[src/rtl/trt_pkg.sv]
// trt_pkg: shared types and constants for the tagged response table.
// No dependencies; used by trt_cmp and tagged_response_table.
`timescale 1ns / 1ps
`default_nettype none

package trt_pkg;

  localparam int DEF_ENTRIES  = 8;
  localparam int DEF_KEY_BITS = 64;

  localparam int KEY_IN_W = 64;
  localparam int TIME_W   = 32;
  localparam int VER_W    = 32;
  localparam int CODE_W   = 64;
  localparam int SLOT_W   = 3;
  localparam int KIND_W   = 2;

  localparam logic REQ_STORE = 1'b0;
  localparam logic REQ_FIND  = 1'b1;

  localparam logic [KIND_W-1:0] KIND_UPDATE = 2'd0;
  localparam logic [KIND_W-1:0] KIND_FREE   = 2'd1;
  localparam logic [KIND_W-1:0] KIND_EVICT  = 2'd2;

  typedef struct packed {
    logic key_eq;
    logic time_lt;
  } trt_cmp_t;

endpackage

`default_nettype wire

[src/rtl/trt_mem.sv]
// trt_mem: slot payload storage, one write and one registered read per cycle.
// Depends on nothing beyond its parameters.
`timescale 1ns / 1ps
`default_nettype none

module trt_mem #(
  parameter int ENTRIES = 8,
  parameter int WIDTH   = 193,
  localparam int IDX_W  = $clog2(ENTRIES)
) (
  input  wire logic             clk_i,
  input  wire logic             we_i,
  input  wire logic [IDX_W-1:0] waddr_i,
  input  wire logic [WIDTH-1:0] wdata_i,
  input  wire logic [IDX_W-1:0] raddr_i,
  output logic      [WIDTH-1:0] rdata_o
);

  logic [WIDTH-1:0] mem [ENTRIES];

  always_ff @(posedge clk_i) begin
    if (we_i) begin
      mem[waddr_i] <= wdata_i;
    end
  end

  always_ff @(posedge clk_i) begin
    rdata_o <= mem[raddr_i];
  end

endmodule

`default_nettype wire

[src/rtl/trt_cmp.sv]
// trt_cmp: shared compare unit, key equality and unsigned timestamp order.
// Depends on trt_pkg for the result struct.
`timescale 1ns / 1ps
`default_nettype none

module trt_cmp #(
  parameter int KEY_BITS = 64
) (
  input  wire logic [KEY_BITS-1:0]      key_a_i,
  input  wire logic [KEY_BITS-1:0]      key_b_i,
  input  wire logic [trt_pkg::TIME_W-1:0] time_a_i,
  input  wire logic [trt_pkg::TIME_W-1:0] time_b_i,
  output trt_pkg::trt_cmp_t             cmp_o
);

  import trt_pkg::*;

  always_comb begin
    cmp_o.key_eq  = (key_a_i == key_b_i);
    cmp_o.time_lt = (time_a_i < time_b_i);
  end

endmodule

`default_nettype wire

[src/rtl/tagged_response_table.sv]
// Tagged response table: ENTRIES slots keyed by request tag. An item is taken
// when start_i is high and busy_o low; the sequencer then reads one slot per
// cycle from the payload memory and checks it in a single compare unit. A hit
// or, for a store, a free slot ends the scan; otherwise the scan runs to the
// last slot (eviction or find miss). The result appears in the cycle after
// busy_o's last high cycle. The result is shown for one cycle with done_o
// and must be taken then; there is no back-pressure.
// Depends on trt_pkg, trt_mem and trt_cmp.
`timescale 1ns / 1ps
`default_nettype none

module tagged_response_table #(
  parameter int ENTRIES  = trt_pkg::DEF_ENTRIES,
  parameter int KEY_BITS = trt_pkg::DEF_KEY_BITS
) (
  input  wire logic                           clk_i,
  input  wire logic                           rst_ni,
  input  wire logic                           start_i,
  output logic                                busy_o,
  input  wire logic                           req_type_i,
  input  wire logic [trt_pkg::KEY_IN_W-1:0]   key_i,
  input  wire logic [trt_pkg::TIME_W-1:0]     now_ms_i,
  input  wire logic                           ok_flag_i,
  input  wire logic [trt_pkg::VER_W-1:0]      version_in_i,
  input  wire logic [trt_pkg::CODE_W-1:0]     code_in_i,
  output logic                                done_o,
  output logic                                hit_o,
  output logic [trt_pkg::KIND_W-1:0]          store_kind_o,
  output logic [trt_pkg::SLOT_W-1:0]          slot_o,
  output logic                                ok_out_o,
  output logic [trt_pkg::VER_W-1:0]           version_out_o,
  output logic [trt_pkg::CODE_W-1:0]          code_out_o
);

  import trt_pkg::*;

  localparam int IDX_W = $clog2(ENTRIES);
  localparam int DW    = KEY_BITS + TIME_W + 1 + VER_W + CODE_W;
  localparam logic [IDX_W-1:0] LAST = IDX_W'(ENTRIES - 1);

  typedef enum logic [0:0] {
    IDLE,
    SCAN
  } state_e;

  state_e               state_q;
  logic                 req_q;
  logic [KEY_BITS-1:0]  key_q;
  logic [TIME_W-1:0]    time_q;
  logic                 ok_q;
  logic [VER_W-1:0]     ver_q;
  logic [CODE_W-1:0]    code_q;
  logic [IDX_W-1:0]     idx_q;
  logic [IDX_W-1:0]     eidx_q;
  logic                 evld_q;
  logic [ENTRIES-1:0]   vld_q;
  logic [TIME_W-1:0]    oldest_q;
  logic [IDX_W-1:0]     victim_q;
  logic                 done_q;
  logic                 hit_q;
  logic [KIND_W-1:0]    kind_q;
  logic [SLOT_W-1:0]    slot_q;
  logic                 ok_out_q;
  logic [VER_W-1:0]     ver_out_q;
  logic [CODE_W-1:0]    code_out_q;

  logic [DW-1:0]        wdata;
  logic [DW-1:0]        rdata;
  logic [KEY_BITS-1:0]  r_key;
  logic [TIME_W-1:0]    r_time;
  logic                 r_ok;
  logic [VER_W-1:0]     r_ver;
  logic [CODE_W-1:0]    r_code;
  trt_cmp_t             cmp;

  logic                 cur_vld;
  logic                 match;
  logic                 take_old;
  logic [TIME_W-1:0]    oldest_d;
  logic [IDX_W-1:0]     victim_d;
  logic                 fin;
  logic                 wr_en;
  logic [IDX_W-1:0]     wr_idx;
  logic [KIND_W-1:0]    kind;
  logic                 found;

  assign wdata  = {key_q, time_q, ok_q, ver_q, code_q};
  assign r_key  = rdata[DW-1 -: KEY_BITS];
  assign r_time = rdata[CODE_W+VER_W+1 +: TIME_W];
  assign r_ok   = rdata[CODE_W+VER_W];
  assign r_ver  = rdata[CODE_W +: VER_W];
  assign r_code = rdata[CODE_W-1:0];

  trt_mem #(
    .ENTRIES (ENTRIES),
    .WIDTH   (DW)
  ) u_mem (
    .clk_i   (clk_i),
    .we_i    (wr_en),
    .waddr_i (wr_idx),
    .wdata_i (wdata),
    .raddr_i (idx_q),
    .rdata_o (rdata)
  );

  trt_cmp #(
    .KEY_BITS (KEY_BITS)
  ) u_cmp (
    .key_a_i  (key_q),
    .key_b_i  (r_key),
    .time_a_i (r_time),
    .time_b_i (oldest_q),
    .cmp_o    (cmp)
  );

  // evaluation of the slot whose data is on the read port
  always_comb begin
    cur_vld  = vld_q[eidx_q];
    match    = cur_vld && cmp.key_eq;
    take_old = (eidx_q == '0) || cmp.time_lt;
    oldest_d = take_old ? r_time : oldest_q;
    victim_d = take_old ? eidx_q : victim_q;
    fin      = 1'b0;
    wr_en    = 1'b0;
    wr_idx   = eidx_q;
    kind     = KIND_UPDATE;
    found    = 1'b0;
    if (state_q == SCAN && evld_q) begin
      if (req_q == REQ_STORE) begin
        if (match) begin
          fin   = 1'b1;
          wr_en = 1'b1;
          kind  = KIND_UPDATE;
        end else if (!cur_vld) begin
          fin   = 1'b1;
          wr_en = 1'b1;
          kind  = KIND_FREE;
        end else if (eidx_q == LAST) begin
          fin    = 1'b1;
          wr_en  = 1'b1;
          kind   = KIND_EVICT;
          wr_idx = victim_d;
        end
      end else begin
        if (match) begin
          fin   = 1'b1;
          found = 1'b1;
        end else if (eidx_q == LAST) begin
          fin = 1'b1;
        end
      end
    end
  end

  always_ff @(posedge clk_i or negedge rst_ni) begin
    if (!rst_ni) begin
      state_q    <= IDLE;
      req_q      <= REQ_STORE;
      key_q      <= '0;
      time_q     <= '0;
      ok_q       <= 1'b0;
      ver_q      <= '0;
      code_q     <= '0;
      idx_q      <= '0;
      eidx_q     <= '0;
      evld_q     <= 1'b0;
      vld_q      <= '0;
      oldest_q   <= '0;
      victim_q   <= '0;
      done_q     <= 1'b0;
      hit_q      <= 1'b0;
      kind_q     <= KIND_UPDATE;
      slot_q     <= '0;
      ok_out_q   <= 1'b0;
      ver_out_q  <= '0;
      code_out_q <= '0;
    end else begin
      done_q <= fin;
      case (state_q)
        IDLE: begin
          if (start_i) begin
            req_q   <= req_type_i;
            key_q   <= key_i[KEY_BITS-1:0];
            time_q  <= now_ms_i;
            ok_q    <= ok_flag_i;
            ver_q   <= version_in_i;
            code_q  <= code_in_i;
            idx_q   <= '0;
            evld_q  <= 1'b0;
            state_q <= SCAN;
          end
        end
        SCAN: begin
          evld_q <= !fin;
          eidx_q <= idx_q;
          if (idx_q != LAST) begin
            idx_q <= idx_q + 1'b1;
          end
          if (evld_q) begin
            oldest_q <= oldest_d;
            victim_q <= victim_d;
          end
          if (fin) begin
            state_q <= IDLE;
            if (req_q == REQ_STORE) begin
              hit_q      <= 1'b1;
              kind_q     <= kind;
              slot_q     <= SLOT_W'(wr_idx);
              ok_out_q   <= 1'b0;
              ver_out_q  <= '0;
              code_out_q <= '0;
            end else begin
              hit_q      <= found;
              kind_q     <= KIND_UPDATE;
              slot_q     <= found ? SLOT_W'(eidx_q) : '0;
              ok_out_q   <= found ? r_ok : 1'b0;
              ver_out_q  <= found ? r_ver : '0;
              code_out_q <= found ? r_code : '0;
            end
            if (wr_en) begin
              vld_q[wr_idx] <= 1'b1;
            end
            if (found) begin
              vld_q[eidx_q] <= 1'b0;
            end
          end
        end
        default: begin
          state_q <= IDLE;
        end
      endcase
    end
  end

  assign busy_o        = (state_q != IDLE);
  assign done_o        = done_q;
  assign hit_o         = hit_q;
  assign store_kind_o  = kind_q;
  assign slot_o        = slot_q;
  assign ok_out_o      = ok_out_q;
  assign version_out_o = ver_out_q;
  assign code_out_o    = code_out_q;

  a_done_after_scan : assert property (@(posedge clk_i) disable iff (!rst_ni)
    done_o |-> $past(state_q == SCAN))
    else $error("result without a scan");

  a_done_idle : assert property (@(posedge clk_i) disable iff (!rst_ni)
    done_o |-> !busy_o)
    else $error("result while busy");

  a_start_busy : assert property (@(posedge clk_i) disable iff (!rst_ni)
    (start_i && !busy_o) |=> busy_o)
    else $error("accepted word did not start a scan");

  a_miss_zero : assert property (@(posedge clk_i) disable iff (!rst_ni)
    (done_o && !hit_o) |-> (store_kind_o == KIND_UPDATE && slot_o == '0 &&
                            !ok_out_o && version_out_o == '0 && code_out_o == '0))
    else $error("find miss with nonzero fields");

  a_write_marks_valid : assert property (@(posedge clk_i) disable iff (!rst_ni)
    wr_en |=> vld_q[$past(wr_idx)])
    else $error("written slot not marked valid");

endmodule

`default_nettype wire
[config.mk]
export PLATFORM = sky130hd
export DESIGN_NAME = tagged_response_table
export DESIGN_NICKNAME = d
export VERILOG_FILES = /design/src/rtl/trt_pkg.sv /design/src/rtl/trt_mem.sv /design/src/rtl/trt_cmp.sv /design/src/rtl/tagged_response_table.sv
export SDC_FILE = /design/constraint.sdc
export NUM_CORES = 2
export LEC_CHECK = 0
export BUFFER_PORTS_ARGS = -buffer_cell sky130_fd_sc_hd__clkbuf_2
export CAP_MARGIN = 10
export CORE_MARGIN = 1.5
export CORE_UTILIZATION = 55
export CTS_CLUSTER_SIZE = 20
export DETAILED_ROUTE_END_ITERATION = 16
export GPL_ROUTABILITY_DRIVEN = 0
export GPL_TIMING_DRIVEN = 0
export MAX_ROUTING_LAYER = met4
export PLACE_DENSITY = 0.8
export SYNTH_ARGS = -nofsm -noshare
export SYNTH_HDL_FRONTEND = slang
export SYNTH_SLANG_ARGS = --single-unit
[constraint.sdc]
create_clock -name clk_i -period 16.9 [get_ports clk_i]
set_input_delay 5.07 -clock clk_i [delete_from_list [all_inputs] [get_ports clk_i]]
set_output_delay 5.07 -clock clk_i [all_outputs]
set_load 0.01 [all_outputs]
==> metrics <==
outcome finished, final reports clean; crit end category flop; Starting DRT DRC Count about 3.7k; Tcrit/Tclk final 0.417; largest net degree at the start of global routing 85; HPWL after detailed placement 107000 µm; H-tree Lvls 4; post-synthesis cell count 3480; fin nets 4320; Initial Util 0.554; # Post-CTS Setup Buffers 0; clock share of power 0.266; share of power burned in registers 0.493; initial antenna violation count 15; Hold Path Stages 1; unrepaired setup endpoints after global routing no; skew final 0.0312 ns; num rows approximately 140; grt ovf 0; drt drc 0; PostCTS Resize Cnt 0; Worst EP required 17.58 ns; PD cells 182 mW/mm²; vias post-DR ~37k; Chip Height 376 µm; Total Wirelength around 170000 µm; commonest cells after routing, fill and taps aside edfxtp_1, mux2_2, mux4_2; clock buffer depth 3; Final Util 0.642; Initial DRT Pass Iterations 5; final setup violation count 0; Ys Warns 0; vias per cell 6.06; top_reg_cell synth edfxtp_1; Async SR Flop Fraction 0.167; worst reg2reg path depth 13; post-synthesis sequential area ratio 0.772; startpoint types primary input; min Tclk post-route 7.04 ns; Max Clock Freq 0.142 GHz; Die W 376 µm; count of final hold-check violations 0; commonest non-fill, non-tap cell in the layout edfxtp_1; root buffer cell clkbuf_16; clock sinks roughly 2.1k; Worst VDD drop 0.000149 V; Arrival @ worst endpoint 7.72 ns; fin. max-slew vios 0; CTS tree done; Synth area leader edfxtp_1; IO Pins around 300; Total Routing Usage GR 0.251; synthesis-to-layout area growth 15.8%; worst min-delay path category reg2reg; number of global-route vias before repair 38.3k; Cell Int Power 11.4 mW; CTS clk-pin slew, worst paths around 0.060 ns; PortBufs 301; Core Box Area 0.138 mm²; switch share 0.290; Syn Nets 3710; WL per Instance 27.8 µm; Logic pwr share 0.242; TritonCTS Buffers 193; DIE AREA 0.141 mm²; worst slew pin tran ~1.3 ns; number of enable flip-flop cells after synthesis 1544; NetSw 4.65 mW; post-synth top area share 0.607; crit path kind in2reg; Distinct cells, synth 67; mapped cell area 0.0763 mm²; setup total negative slack 0 ns; first-pass GRT wire length around 250000 µm; Max-Cap Viols 0; Antenna Nets Post-Route 0; mean post-synth cell area 21.9 µm²; worst relative slew slack 0.134; hold buffer count at cts 0; crit path max fanout 10; synth top area cells edfxtp_1, dfrtp_1, mux4_2; layout cells sized above 1 0.369; Seq cells post-synth between 2k and 2.5k; leakage power roughly 31 nW; clk_lat worst skew slightly above 0.8 ns
[worst paths after layout]
kind	from	to	slack [ns]
max	start_i	time_q[1]	9.86
min	u_mem.rdata_o[95]	version_out_o[31]	0.44
max reg2reg	key_q[61]	u_mem.mem[7][48]	11.37
min reg2reg	u_mem.rdata_o[95]	version_out_o[31]	0.44
max in group asynchronous	rst_ni	code_q[21]	11.24
min in group asynchronous	rst_ni	ver_q[19]	4.26
[synth_stat cells, types with 22 or more instances]
cell type and n:
mux4_2 386, dfrtp_1 349, nand4_1 22, mux2_1 28, buf_2 48, inv_1 44
dfxtp_1 193, mux2_2 393, xnor2_1 64, edfxtp_1 1544, clkbuf_1 85, nand2_1 24
a22o_1 100, ha_1 33
[per-layer routing]
| metal | up-vias | GRT usage | part of all wire |
|---|---|---|---|
| met4 | 0 | 0.0749 | 0.027 |
| met5 | - | - | 0 |
| li1 | 15374 | - | - |
| met2 | 1551 | 0.388 | 0.49 |
| met3 | 297 | 0.0452 | 0.074 |
| met1 | 19525 | 0.347 | 0.41 |
[per-stage QoR]
step                      cells  total power [mW]  cell area (µm²)  hold slack [ns]  setup WS (ns)
after floorplan            3480              10.5            76300            0.427          0.950
after global placement     5575              11.8            80100            0.429         -14.02
after detailed placement   5688              11.9            82100            0.432           9.06
after CTS                  6056              16.2            88300            0.446           9.85
after global routing       6065              16.7            88400            0.462           9.85
final                      6066              16.1            88400            0.445           9.86
[registers in the layout, summed over array words and instances (netlist names), 8 cells and up]
register	cells
vld_q	8
ver_q	32
code_q	64
time_q	32
version_out_o	32
key_q	64
code_out_o	64
u_mem.rdata_o	193
oldest_q	32
u_mem.mem	1544
[cell type report]
type                    count  area, µm²
well taps                1794       2240
clock buffers             273       5460
multi-input cells        1188      16500
diodes                      9       22.5
fillers                  8770      49300
flip-flops and latches   2086      59000
repair buffers            415       3460
inverters                  45        169
clock inverters            95        810
plain buffers             161        724
[worst max-delay path, cell delays in order]
cell and delay, ns:
clkbuf_2 0.10, inv_1 0.06, nor2_1 0.52, clkbuf_2 0.54, buf_16 0.24, clkbuf_1 0.73, mux2_2 0.43
[logic make-up after synthesis]
group | share of synthesized area
buffers and inverters | 0.0117
and+or+nand+nor | 0.00741
AOI/OAI and AO/OA | 0.0194
xor gates and xnor gates | 0.00734
adders and majority gates | 0.00541
DFF | 0.772
muxes | 0.176
[power by group through the flow]
stage | Clock (mW) | Combinational [mW] | Sequential (mW)
6_report | 4.27 | 3.88 | 7.91
5_1_grt | 4.52 | 4.15 | 8.05
4_1_cts | 4.33 | 3.94 | 7.91
3_5_place_dp | 0 | 3.89 | 8.00
3_3_place_gp | 0 | 3.66 | 8.19
2_1_floorplan | 0 | 2.67 | 7.82
No activity file was read; power rests on OpenSTA's default activity.
